**src/rtl/pdmc_pkg.sv**
```systemverilog
// Shared types and constants of the pinned direct-mapped cache policy block.
// No dependencies; the files that use it refer to it by scoped names.
package pdmc_pkg;

  localparam int SLOTS     = 256;
  localparam int SLOT_BITS = $clog2(SLOTS);
  localparam int PIN_BITS  = 16;
  localparam int GEN_BITS  = 64;
  localparam int HGT_BITS  = 32;
  localparam int HASH_BITS = 256;

  localparam logic [PIN_BITS-1:0] PIN_MAX = {PIN_BITS{1'b1}};
  localparam logic [SLOT_BITS-1:0] SLOT_LAST = SLOT_BITS'(SLOTS - 1);

  typedef enum logic [2:0] {
    CMD_LOOKUP  = 3'd0,
    CMD_FILL    = 3'd1,
    CMD_RELEASE = 3'd2,
    CMD_EVICT   = 3'd3,
    CMD_CLEAR   = 3'd4
  } cmd_t;

  typedef enum logic [3:0] {
    ST_HIT       = 4'd0,
    ST_MISS      = 4'd1,
    ST_INSTALLED = 4'd2,
    ST_RACE_HIT  = 4'd3,
    ST_DETACHED  = 4'd4,
    ST_RELEASED  = 4'd5,
    ST_REL_IGN   = 4'd6,
    ST_EVICTED   = 4'd7,
    ST_EVICT_DEF = 4'd8,
    ST_EVICT_NM  = 4'd9,
    ST_CLEARED   = 4'd10,
    ST_PIN_FULL  = 4'd11
  } status_t;

  // Per-slot policy state; reads as all zero until the slot is first written.
  typedef struct packed {
    logic                valid;
    logic                pending;
    logic [GEN_BITS-1:0] gen;
    logic [PIN_BITS-1:0] pins;
  } meta_t;

  // Stored key of a slot; only looked at while the slot is valid.
  typedef struct packed {
    logic [HGT_BITS-1:0]  height;
    logic [HASH_BITS-1:0] hash;
  } key_t;

  localparam int META_BITS = $bits(meta_t);
  localparam int KEY_BITS  = $bits(key_t);

  // Commands from the controller to the datapath.
  typedef struct packed {
    logic capture;
    logic rd_en;
    logic rd_clr;
    logic commit;
    logic clr_commit;
    logic emit_clear;
  } ctl_t;

  // Status from the datapath to the controller.
  typedef struct packed {
    logic in_is_clear;
    logic clr_last;
    logic out_free;
  } sts_t;

endpackage

```
**src/rtl/pdmc_ctrl.sv**
```systemverilog
// Controller of the cache policy block: sequences accept, slot update and the clear sweep.
// Depends on pdmc_pkg.
module pdmc_ctrl (
  input  logic          clk,
  input  logic          rst_n,
  input  logic          in_valid,
  output logic          in_ready,
  input  pdmc_pkg::sts_t sts,
  output pdmc_pkg::ctl_t ctl
);

  typedef enum logic [4:0] {
    S_IDLE   = 5'b00001,
    S_EXEC   = 5'b00010,
    S_CLR_RD = 5'b00100,
    S_CLR_WR = 5'b01000,
    S_CLR_FN = 5'b10000
  } state_t;

  state_t state_r, state_nxt;

  always_comb begin
    state_nxt = state_r;
    ctl       = '0;
    in_ready  = 1'b0;
    case (state_r)
      S_IDLE: begin
        in_ready = 1'b1;
        if (in_valid) begin
          ctl.capture = 1'b1;
          ctl.rd_en   = 1'b1;
          state_nxt   = sts.in_is_clear ? S_CLR_RD : S_EXEC;
        end
      end
      S_EXEC: begin
        // The slot update and the result go out together, once the output is free.
        if (sts.out_free) begin
          ctl.commit = 1'b1;
          state_nxt  = S_IDLE;
        end
      end
      S_CLR_RD: begin
        ctl.rd_en  = 1'b1;
        ctl.rd_clr = 1'b1;
        state_nxt  = S_CLR_WR;
      end
      S_CLR_WR: begin
        ctl.clr_commit = 1'b1;
        state_nxt      = sts.clr_last ? S_CLR_FN : S_CLR_RD;
      end
      S_CLR_FN: begin
        if (sts.out_free) begin
          ctl.emit_clear = 1'b1;
          state_nxt      = S_IDLE;
        end
      end
      default: begin
        state_nxt = S_IDLE;
      end
    endcase
  end

  always_ff @(posedge clk) begin
    if (!rst_n) begin
      state_r <= S_IDLE;
    end else begin
      state_r <= state_nxt;
    end
  end

endmodule

```
**config.mk**
```make
export PLATFORM = sky130hd
export DESIGN_NAME = pdmc_ctrl
export DESIGN_NICKNAME = d
export VERILOG_FILES = /design/src/rtl/pdmc_pkg.sv /design/src/rtl/pdmc_ctrl.sv
export SDC_FILE = /design/constraint.sdc
export NUM_CORES = 1
export LEC_CHECK = 0
export ABC_AREA = 1
export BUFFER_PORTS_ARGS = -buffer_cell sky130_fd_sc_hd__buf_2
export CORE_AREA = 3 3 40 42
export CTS_CLUSTER_DIAMETER = 200
export DETAILED_ROUTE_END_ITERATION = 6
export DIE_AREA = 0 0 43 45
export SLEW_MARGIN = 10
export SYNTH_ARGS = -nofsm -noshare
export SYNTH_HDL_FRONTEND = slang
export SYNTH_SLANG_ARGS = --single-unit
```
**constraint.sdc**
```tcl
create_clock -name clk -period 1 [get_ports clk]
set_input_delay 0.2 -clock clk [delete_from_list [all_inputs] [get_ports clk]]
set_output_delay 0.2 -clock clk [all_outputs]
set_load 0.02 [all_outputs]
```
Word-level counts from Yosys, hierarchy flattened. Cells that the tools add are included.

Equality and inequality tests: 7. Muxes and demuxes: 14. Reduce and logical (&&, ||, !) cells: 2.

Operators by type and width (count): 5-bit case mux with 4 select lines (1); 5-bit two-way mux (3); 1-bit two-way mux (7); 5-bit by 1-bit == test with 1-bit output (second input constant) (1); 5-bit by 2-bit == test with 1-bit output (second input constant) (1); 5-bit by 3-bit == test with 1-bit output (second input constant) (1); 5-bit by 4-bit == test with 1-bit output (second input constant) (1); 5-bit == test (second input constant) (1); 3-bit two-way mux (1); 2-bit two-way mux (1); 2-bit by 1-bit inequality test with 1-bit output (second input constant) (1); 2-bit inequality test (second input constant) (1); 1-bit case mux with 2 select lines (1); 2-bit AND reduction (1); 2-bit OR reduction (1).

Register bits after elaboration: 5. Bits of input ports: 6.

Longest topological paths before layout. Gate-level depths: netlist of run 1.

Word-level depth: 4. Depth in mapped cells: 8.

Worst setup path before layout of run 1. No wires, ideal clock.

Path type: flip-flop to output port. Start: register state_r[0]. End: output port ctl[4] (netlist bit). Arrival: 1187 ps. Slack: -387 ps. Stages on the path, launching flop included: 6. Cell sequence: dfxtp_1 -> nor2_2 -> nand2_1 -> nor2_1 -> inv_1 -> o21ai_1.

RTL lines: start: declaration (line pdmc_ctrl.sv:20) `state_t state_r, state_nxt;`; start signal: assignment (line pdmc_ctrl.sv:67) `state_r <= state_nxt;`; end: declaration (line pdmc_ctrl.sv:9) `output pdmc_pkg::ctl_t ctl`.

==> results by group, run 1 <==
Run status
  • Status: finished, violations left
  • Failing checks: negative setup slack

Global routing
  • Gr ovfl total: 0
  • Vias in the first global route: 408
  • Largest net degree at the start of global routing: 5
  • First-pass GRT wire length: approximately 1600 um
  • Overall Global Routing Usage: 11.7%
  • Initial antenna violation count: 0

Logic synthesis
  • Synth area leaders: dfxtp_1 (30%), inv_1 (14%), nand2_1 (13%)
  • Mapped Nets: 63
  • Synth top area share: 29.7%
  • Synthesized cell area: about 340 sq um
  • Post-synthesis cell count: 57
  • Distinct cell type count after synthesis: 12
  • Avg Cell Area, Syn: 5.90 sq um
  • #FFs+latches synth: 5
  • Dominant cell by count in the synthesized netlist: inv_1
  • Synth top cells by count: inv_1 (13), nand2_1 (12), nor2_1 (12)
  • Synth warn: 0
  • Sequential share of the synthesized area: between 20% and 30%
  • EDFF count, synth: 0
  • Leading area contributor after synthesis: dfxtp_1
  • Asr flop ratio synth: 0%
  • Main synth FF type: dfxtp_1

Route
  • Via/cell ratio: 4.32
  • Via Count: between 400 and 500
  • Drt drc: 0
  • Router iterations before antenna repair: 1
  • Routed WL: 985 um
  • DRT iter0 DRCs: 0
  • Post-DR wirelength/cell: 10.1 um
  • Final antenna-violating net count: 0

STA
  • Final hold slack: 173 ps
  • Fin worst setup slack: -387 ps
  • Max_slew headroom: 86.5%
  • Min Tclk post-route: 1390 ps
  • Fmax: 721 MHz
  • RSZ-0062 raised after global routing: true
  • TNS Setup: -2730 ps
  • Fin. Hold Viols: 0
  • Fin. max-slew vios: 0
  • Fin crit share: 139%
  • Setup Skew: 2.17 ps
  • Final setup viols: 11
  • Worst-Margin Slew: a little over 200 ps

Run
  • Max-Cap Viols: 0

Die
  • Core ar.: 0.00128 sq mm
  • Die area: 0.00194 sq mm
  • Boundary Pins: 13
  • Initial Utilization: 26.2%
  • Row count: 13
  • Horiz. Die Dim: 43 um
  • Die H: around 45 um

Clocking
  • CTS sink count: 5
  • Post-CTS Hold Fix Bufs: 0
  • Htree depth: 1
  • Later-pin clock latency in the skew report: 240 ps
  • Clock transition at the registers of the reported paths: 40 ps
  • TritonCTS clock tree: done
  • Root Driver: clkbuf_4
  • Cts bufs inserted: 3
  • CTS max path bufs: 2

Setup path
  • Crit path max-delay family: flip-flops
  • Critical Path RT: 800 ps
  • Critical path arrival: 1190 ps
  • CP Max Fanout: 3
  • Worst path slowest cell: dfxtp_2
  • Buf/Inv on CP: 3
  • Slowest Stage Delay on Critical Path: 340 ps
  • Critical path class: reg -> out
  • Cells along the critical path: inv_2, nand2_2, nor2_4, inv_2, o21ai_4, buf_6
  • Type of origin of the critical path: register
  • CP Capture Type: output pin
  • Worst path most repeated cell: inv_2

Cells and area
  • Final non-filler cell total: just under 100
  • Area grow syn2layout: 90.3%
  • Multi-input logic area: 274 sq um
  • ANT cells: 0
  • Largest register FFs: 5
  • Reg area: 105 sq um
  • Nets: 90
  • Final Cell Area: around 640 sq um
  • Core Util, Final: 49.9%
  • Largest regs: state_r x5
  • Largest Register: state_r
  • Layout fillers: 130
  • Share of cells above drive strength 1: 65.1%

Power
  • PwrDens: about 1300 mW/mm^2
  • Total power draw: 852 uW
  • LEAKAGE: 0.305 nW
  • VDD IR max: ~660 uV

Place
  • Routability Congestion: 0.708
  • Area post-placement: 515 sq um
  • Post-DP HPWL: 679 um
  • # port buffers: 12
  • Post-Place Cells: 92
  • Place WS: -196 ps

Hold path
  • Hold Path Class: in -> reg
-- final timing paths --
kind	from	to	slack (ps)	depth (start not counted)
setup / recovery	state_r[1]	ctl[4]	-390	6
hold / removal	rst_n	state_r[0]	170	2
setup reg to reg	state_r[2]	state_r[1]	-100	8
hold reg to reg	state_r[1]	state_r[4]	620	3
-- where the power goes --
group	internal (mW)	switching, mW
sequential	0.219	0.0230
combinational	0.176	0.204
clock	0.151	0.0804
-- per-layer routing --
metal	track usage (%)	up-vias	wire (um)
li1	-	225	-
met1	12.0	182	387
met2	21.0	13	515
met3	1.99	3	56
met4	9.04	0	25
met5	0	-	0
-- placed cells by master, fill, tap and decap left out --
master / n
buf_4: 13
inv_1: 9
nand2_1: 8
nor2_4: 6
nor2_1: 6
nand2_2: 5
buf_2: 5
inv_2: 4
nand3_2: 4
buf_6: 4
dfxtp_2: 4
nor2_2: 3
clkbuf_4: 3
nand3_1: 2
nand4_1: 2
o21ai_4: 1
a21oi_4: 1
a21oi_2: 1
clkbuf_1: 1
dfxtp_1: 1
-- worst register-to-register path, delay by kind of cell (launching register included) --
kind,cells,cell delay (ps)
buffers and inverters,2,170
DFF,1,330
and+or+nand+nor,6,540
-- cell families (layout without fill, tap and decap cells) --
family	count (synthesis)	count (layout)	share of synthesized area, %
AO/OA/AOI/OAI	3	3	4.46
buffers and inverters	13	39	14.5
flip-flops	5	5	29.7
AND/OR/NAND/NOR	36	36	51.3
-- area by class of cell --
cell class	count	share of cell area [%]
multi-input combinational	39	42.8
timing repair buffer	22	26.2
inverter	13	7.62
sequential	5	16.4
clock buffer	4	4.10
tap	15	2.93
-- repair_timing --
item | CTS | global route
setup endpoints to repair | 12 | 12
resized for setup | 21 | 8
setup buffers | 1 | 1
pin swaps | 6 | 2
Power figures use the tool's default switching activity.
==> run 2: changes to the inputs <==
==> constraint.sdc (replaced) <==
create_clock -name clk -period 1 [get_ports clk]
set_input_delay 0.15 -clock clk [delete_from_list [all_inputs] [get_ports clk]]
set_output_delay 0.15 -clock clk [all_outputs]
set_load 0.02 [all_outputs]
==> results by group, run 2 (synthesized netlist as in run 1, its figures left out) <==
Cells and area
  • Largest Register: state_r
  • Core Util, Final: 48.2%
  • Largest register FFs: 5
  • Area grow syn2layout: 84.0%
  • Layout fillers: roughly 140
  • Most common cell after layout, fill and taps aside: buf_4
  • Commonest non-fill, non-tap cells in the layout: buf_4 (12), inv_1 (10), nand2_1 (9), nor2_1 (8), nor2_4 (6)
  • ANT cells: 0
  • Largest regs: state_r x5
  • Final non-filler cell total: 98
  • Share of cells above drive strength 1: 56.6%
  • Final Cell Area: 619 sq um
  • Nets: 90

Place
  • Place WS: -128 ps
  • Routability Congestion: 0.731
  • Post-Place Cells: 93
  • Area post-placement: 520 sq um
  • # port buffers: 12
  • Post-DP HPWL: 693 um

Setup path
  • Critical path class: reg -> out
  • CP Capture Type: output pin
  • Crit path max-delay family: flip-flops
  • Slowest Stage Delay on Critical Path: 350 ps
  • Worst r2r src: state_r[0]
  • Cells along the critical path: buf_4, nor2_1, nand3_1, nor2_2, buf_6
  • Worst Setup EP: ctl[2]
  • Worst Reg-to-Reg Cells: 8
  • Crit path depth: 5
  • Worst R2R End: state_r[1]
  • R2r setup slk: -150 ps
  • CP Max Fanout: 3
  • Critical Path RT: 850 ps
  • Worst path slowest cell: dfxtp_4
  • Type of origin of the critical path: register
  • Critical Path Source: state_r[0]
  • Buf/Inv on CP: 2
  • Critical path arrival: 1160 ps

STA
  • Setup Skew: 3.16 ps
  • Fin. Hold Viols: 0
  • Worst-Margin Slew: between 150 and 200 ps
  • Fin. max-slew vios: 0
  • Fin worst setup slack: -310 ps
  • Max_slew headroom: 87.0%
  • Fin crit share: 131%
  • Final hold slack: 116 ps
  • Min Tclk post-route: ~1300 ps
  • Final setup viols: 11
  • RSZ-0062 raised after global routing: true
  • Fmax: about 760 MHz

Clocking
  • Later-pin clock latency in the skew report: 240 ps
  • TritonCTS clock tree: done
  • Root Driver: clkbuf_4
  • Htree depth: 1
  • Clock transition at the registers of the reported paths: 40 ps
  • Cts bufs inserted: 3
  • CTS sink count: 5
  • CTS max path bufs: 2
  • Post-CTS Hold Fix Bufs: 0

Die
  • Horiz. Die Dim: around 43 um
  • Initial Utilization: about a quarter
  • Boundary Pins: 13
  • Core ar.: 0.00128 sq mm
  • Row count: 13
  • Die H: 45 um
  • Die area: 0.00194 sq mm

Route
  • Router iterations before antenna repair: 3
  • DRT iter0 DRCs: 5
  • Via Count: 419
  • Final antenna-violating net count: 0
  • Routed WL: 850 um
  • Via/cell ratio: 4.28
  • Drt drc: 0
  • Post-DR wirelength/cell: 8.67 um

Run
  • Max-Cap Viols: 0

Power
  • PwrDens: 1350 mW/mm^2
  • VDD IR max: 688 uV
  • LEAKAGE: between 0.3 and 0.4 nW

Global routing
  • Vias in the first global route: 388
  • Overall Global Routing Usage: 10.1%
  • Initial antenna violation count: 0
  • Gr ovfl total: 0
  • First-pass GRT wire length: 1420 um
  • Largest net degree at the start of global routing: 5

Hold path
  • HP Start: rst_n
  • Hold Path Class: in -> reg

Run status
  • Failing checks: negative setup slack
  • Status: finished, violations left
## run 2: how the worst min path moves through the flow
stage	depth (start not counted)	slack (ps)	end
global route	2	120	state_r[0]
finish	2	120	state_r[0]
floorplan	1	230	state_r[0]
CTS	2	110	state_r[0]
global placement	2	370	state_r[0]
detailed placement	2	370	state_r[0]
## run 2: metal layers
| metal | GRT usage (%) | vias up | wire length, um |
|---|---|---|---|
| li1 | - | 225 | - |
| met1 | 11.3 | 177 | 380 |
| met2 | 15.6 | 15 | 369 |
| met3 | 3.19 | 2 | 77 |
| met4 | 9.04 | 0 | 23 |
| met5 | 0 | - | 0 |
## run 2: through the flow
step           power (mW)  TNS [ps]
6_report            0.837     -2470
5_1_grt             0.902     -3440
4_1_cts             0.848     -2420
3_5_place_dp        0.553      -859
3_3_place_gp        0.551      -763
2_1_floorplan       0.433      -498
## run 2: final cells by class
| type | count | area, sq um | area share, % |
|---|---|---|---|
| sequential | 5 | 108 | 17.4 |
| inverter | 13 | 48.8 | 7.88 |
| multi-input combinational | 39 | 246 | 39.8 |
| clock buffer | 4 | 26.3 | 4.24 |
| timing repair buffer | 22 | 171 | 27.7 |
| tap | 15 | 18.8 | 3.03 |
## run 2: power by group
group	internal [mW]	leakage [nW]	switching, mW
sequential	0.220	0.0423	0.0196
clock	0.151	0.0150	0.0832
combinational	0.175	0.251	0.189
## run 2: what timing repair did
action	4_1_cts	5_1_grt
pin swaps	6	0
setup buffers	0	1
resized for setup	23	1
setup endpoints to repair	12	12
==> run 3: changes to the inputs <==
--- a/config.mk
+++ b/config.mk
@@ -5,7 +5,6 @@
 export SDC_FILE = /design/constraint.sdc
 export NUM_CORES = 1
 export LEC_CHECK = 0
-export ABC_AREA = 1
 export BUFFER_PORTS_ARGS = -buffer_cell sky130_fd_sc_hd__buf_2
 export CORE_AREA = 3 3 40 42
 export CTS_CLUSTER_DIAMETER = 200
==> results by group, run 3 <==
Setup path
  • Worst path slowest cell: dfxtp_4
  • R2r setup slk: -370 ps
  • CP Capture Type: register
  • Worst r2r src: state_r[1]
  • Type of origin of the critical path: register
  • Worst R2R End: state_r[2]
  • Critical path class: reg -> reg
  • Cells along the critical path: buf_4, buf_6, or3_4, o41ai_4, a211oi_1
  • Slowest Stage Delay on Critical Path: 350 ps
  • CP Max Fanout: 4
  • Critical Path RT: approximately 1100 ps
  • Critical path arrival: 1490 ps
  • Critical Path Source: state_r[1]
  • Worst Setup EP: state_r[2]
  • Worst Reg-to-Reg Cells: 5

Clocking
  • CTS sink count: 5
  • Cts bufs inserted: 3
  • Root Driver: clkbuf_4
  • CTS max path bufs: 2
  • TritonCTS clock tree: done
  • Htree depth: 1
  • Clock transition at the registers of the reported paths: 50 ps
  • Post-CTS Hold Fix Bufs: 0
  • Later-pin clock latency in the skew report: between 200 and 250 ps

STA
  • Final setup viols: 12
  • Fin worst setup slack: -371 ps
  • Fmax: 729 MHz
  • Fin. max-slew vios: 0
  • Max_slew headroom: 80.5%
  • Setup Skew: about 4.6 ps
  • Final hold slack: roughly 140 ps
  • RSZ-0062 raised after global routing: true
  • Min Tclk post-route: 1370 ps
  • Fin crit share: 137%
  • Fin. Hold Viols: 0
  • Worst-Margin Slew: around 290 ps

Die
  • Horiz. Die Dim: 43 um
  • Row count: 13
  • Die area: 0.00194 sq mm
  • Die H: 45 um
  • Initial Utilization: 23.6%
  • Core ar.: 0.00128 sq mm
  • Boundary Pins: 13

Cells and area
  • Commonest non-fill, non-tap cells in the layout: buf_4 (16), buf_6 (11), buf_2 (5), inv_2 (4), dfxtp_4 (4)
  • Area grow syn2layout: 155%
  • Most common cell after layout, fill and taps aside: buf_4
  • Largest Register: state_r
  • Largest regs: state_r x5
  • Nets: 83
  • Largest register FFs: 5
  • Share of cells above drive strength 1: between 80% and 90%
  • Core Util, Final: between 50% and 60%
  • Layout fillers: between 100 and 150
  • ANT cells: 0

Route
  • Final antenna-violating net count: 0
  • Via Count: about 460
  • Post-DR wirelength/cell: 14.9 um
  • DRT iter0 DRCs: 6
  • Via/cell ratio: about 5.0
  • Routed WL: between 1000 and 1500 um
  • Router iterations before antenna repair: 4
  • Drt drc: 0

Global routing
  • Largest net degree at the start of global routing: 7
  • Overall Global Routing Usage: between 10 and 15%
  • Layer with the highest usage: met2
  • Met3 Resource Use GR: 5.18%
  • Global routing usage on met1: approximately 13%
  • Gr ovfl total: 0
  • First-pass GRT wire length: 2020 um
  • Initial antenna violation count: 0
  • Met2 GRT Util: between 20 and 30%
  • Vias in the first global route: around 470

Logic synthesis
  • Synth top cells by count: inv_1 (7), dfxtp_1 (5), nand2_1 (5), nand3_1 (5), nor2_1 (3)
  • Leading area contributor after synthesis: dfxtp_1
  • #FFs+latches synth: 5
  • Synth top area share: 33.1%
  • Sequential share of the synthesized area: 33.1%
  • Synth warn: 0
  • Synth area leaders: dfxtp_1 (33%), inv_1 (8.7%), nand3_1 (8.3%)
  • Main synth FF type: dfxtp_1
  • Post-synthesis cell count: 40
  • Distinct cell type count after synthesis: 18
  • Synthesized cell area: just over 300 sq um
  • Mapped Nets: 46
  • Dominant cell by count in the synthesized netlist: inv_1
  • Asr flop ratio synth: 0%
  • Avg Cell Area, Syn: 7.57 sq um
  • EDFF count, synth: 0

Place
  • # port buffers: 12
  • Post-DP HPWL: 669 um
  • Routability Congestion: 0.805

Power
  • VDD IR max: 806 uV
  • PwrDens: 1110 mW/mm^2
  • LEAKAGE: around 0.35 nW

Run status
  • Failing checks: negative setup slack
  • Status: finished, violations left

Hold path
  • Hold Path Class: in -> reg

Run
  • Max-Cap Viols: 0
[run 3: cell types whose count changed after synthesis, sizes merged, moves of 2 or more]
cell	previous run	this run
inv	13	7
nor4b	0	2
nor2	15	3
nand2	13	5
[run 3: area by class of cell]
cell class	count	area (sq um)	area share, %
well taps	15	18.8	2.44
inverters	7	26.3	3.41
clock buffers	4	26.3	3.41
repair buffers	32	269	34.9
multi-input cells	28	314	40.7
flip-flops and latches	5	116	15.1
[run 3: critical path: cells and delay by family (launching register included)]
kind	cells	cell delay, ps
AOI/OAI and AO/OA	2	340
buffers and inverters	2	230
DFF	1	350
and+or+nand+nor	1	330
[run 3: kinds of logic (layout without fill, tap and decap cells)]
family	after synthesis	after routing	share of synthesized area [%]
simple gates	22	22	39.7
xor+xnor	1	1	2.89
flops	5	5	33.1
buf+inv	7	43	8.68
compound gates	5	5	15.7
[run 3: routing by layer]
metal	share of wire, %	wire length, um
met1	34	461
met2	57	775
met5	0	0
met4	3.0	41
met3	5.9	80
[run 3: report_power, final]
part           switching (mW)  internal, mW  leakage [nW]
Sequential             0.0202         0.213        0.0437
Combinational           0.189         0.193         0.293
Clock                  0.0870         0.151        0.0150
Total                   0.296         0.556         0.352
[run 3: worst min path at each step]
stage / from / endpoint / cells past startpoint
finish: sts[2] / state_r[1] / 2
global route: sts[2] / state_r[1] / 2
CTS: sts[2] / state_r[1] / 2
detailed placement: sts[2] / state_r[1] / 2
global placement: sts[2] / state_r[1] / 2
floorplan: rst_n / state_r[2] / 2
[run 3: timing repair]
action | CTS | global route
endpoints found under the setup margin | 12 | 12
gates resized for setup | 28 | 18
setup buffers | 7 | 3
pin swaps | 8 | 5
[run 3: per-stage QoR]
stage          setup WS [ps]  setup TNS, ps  instances  total power, mW  area, sq um
2_1_floorplan           -156          -1080         40            0.363          349
3_3_place_gp            -213          -1940         77            0.453          503
3_5_place_dp            -236          -1920         77            0.453          503
4_1_cts                 -344          -3570         88            0.778          666
5_1_grt                 -431          -4330         91            0.902          771
6_report                -371          -3650         91            0.852          771
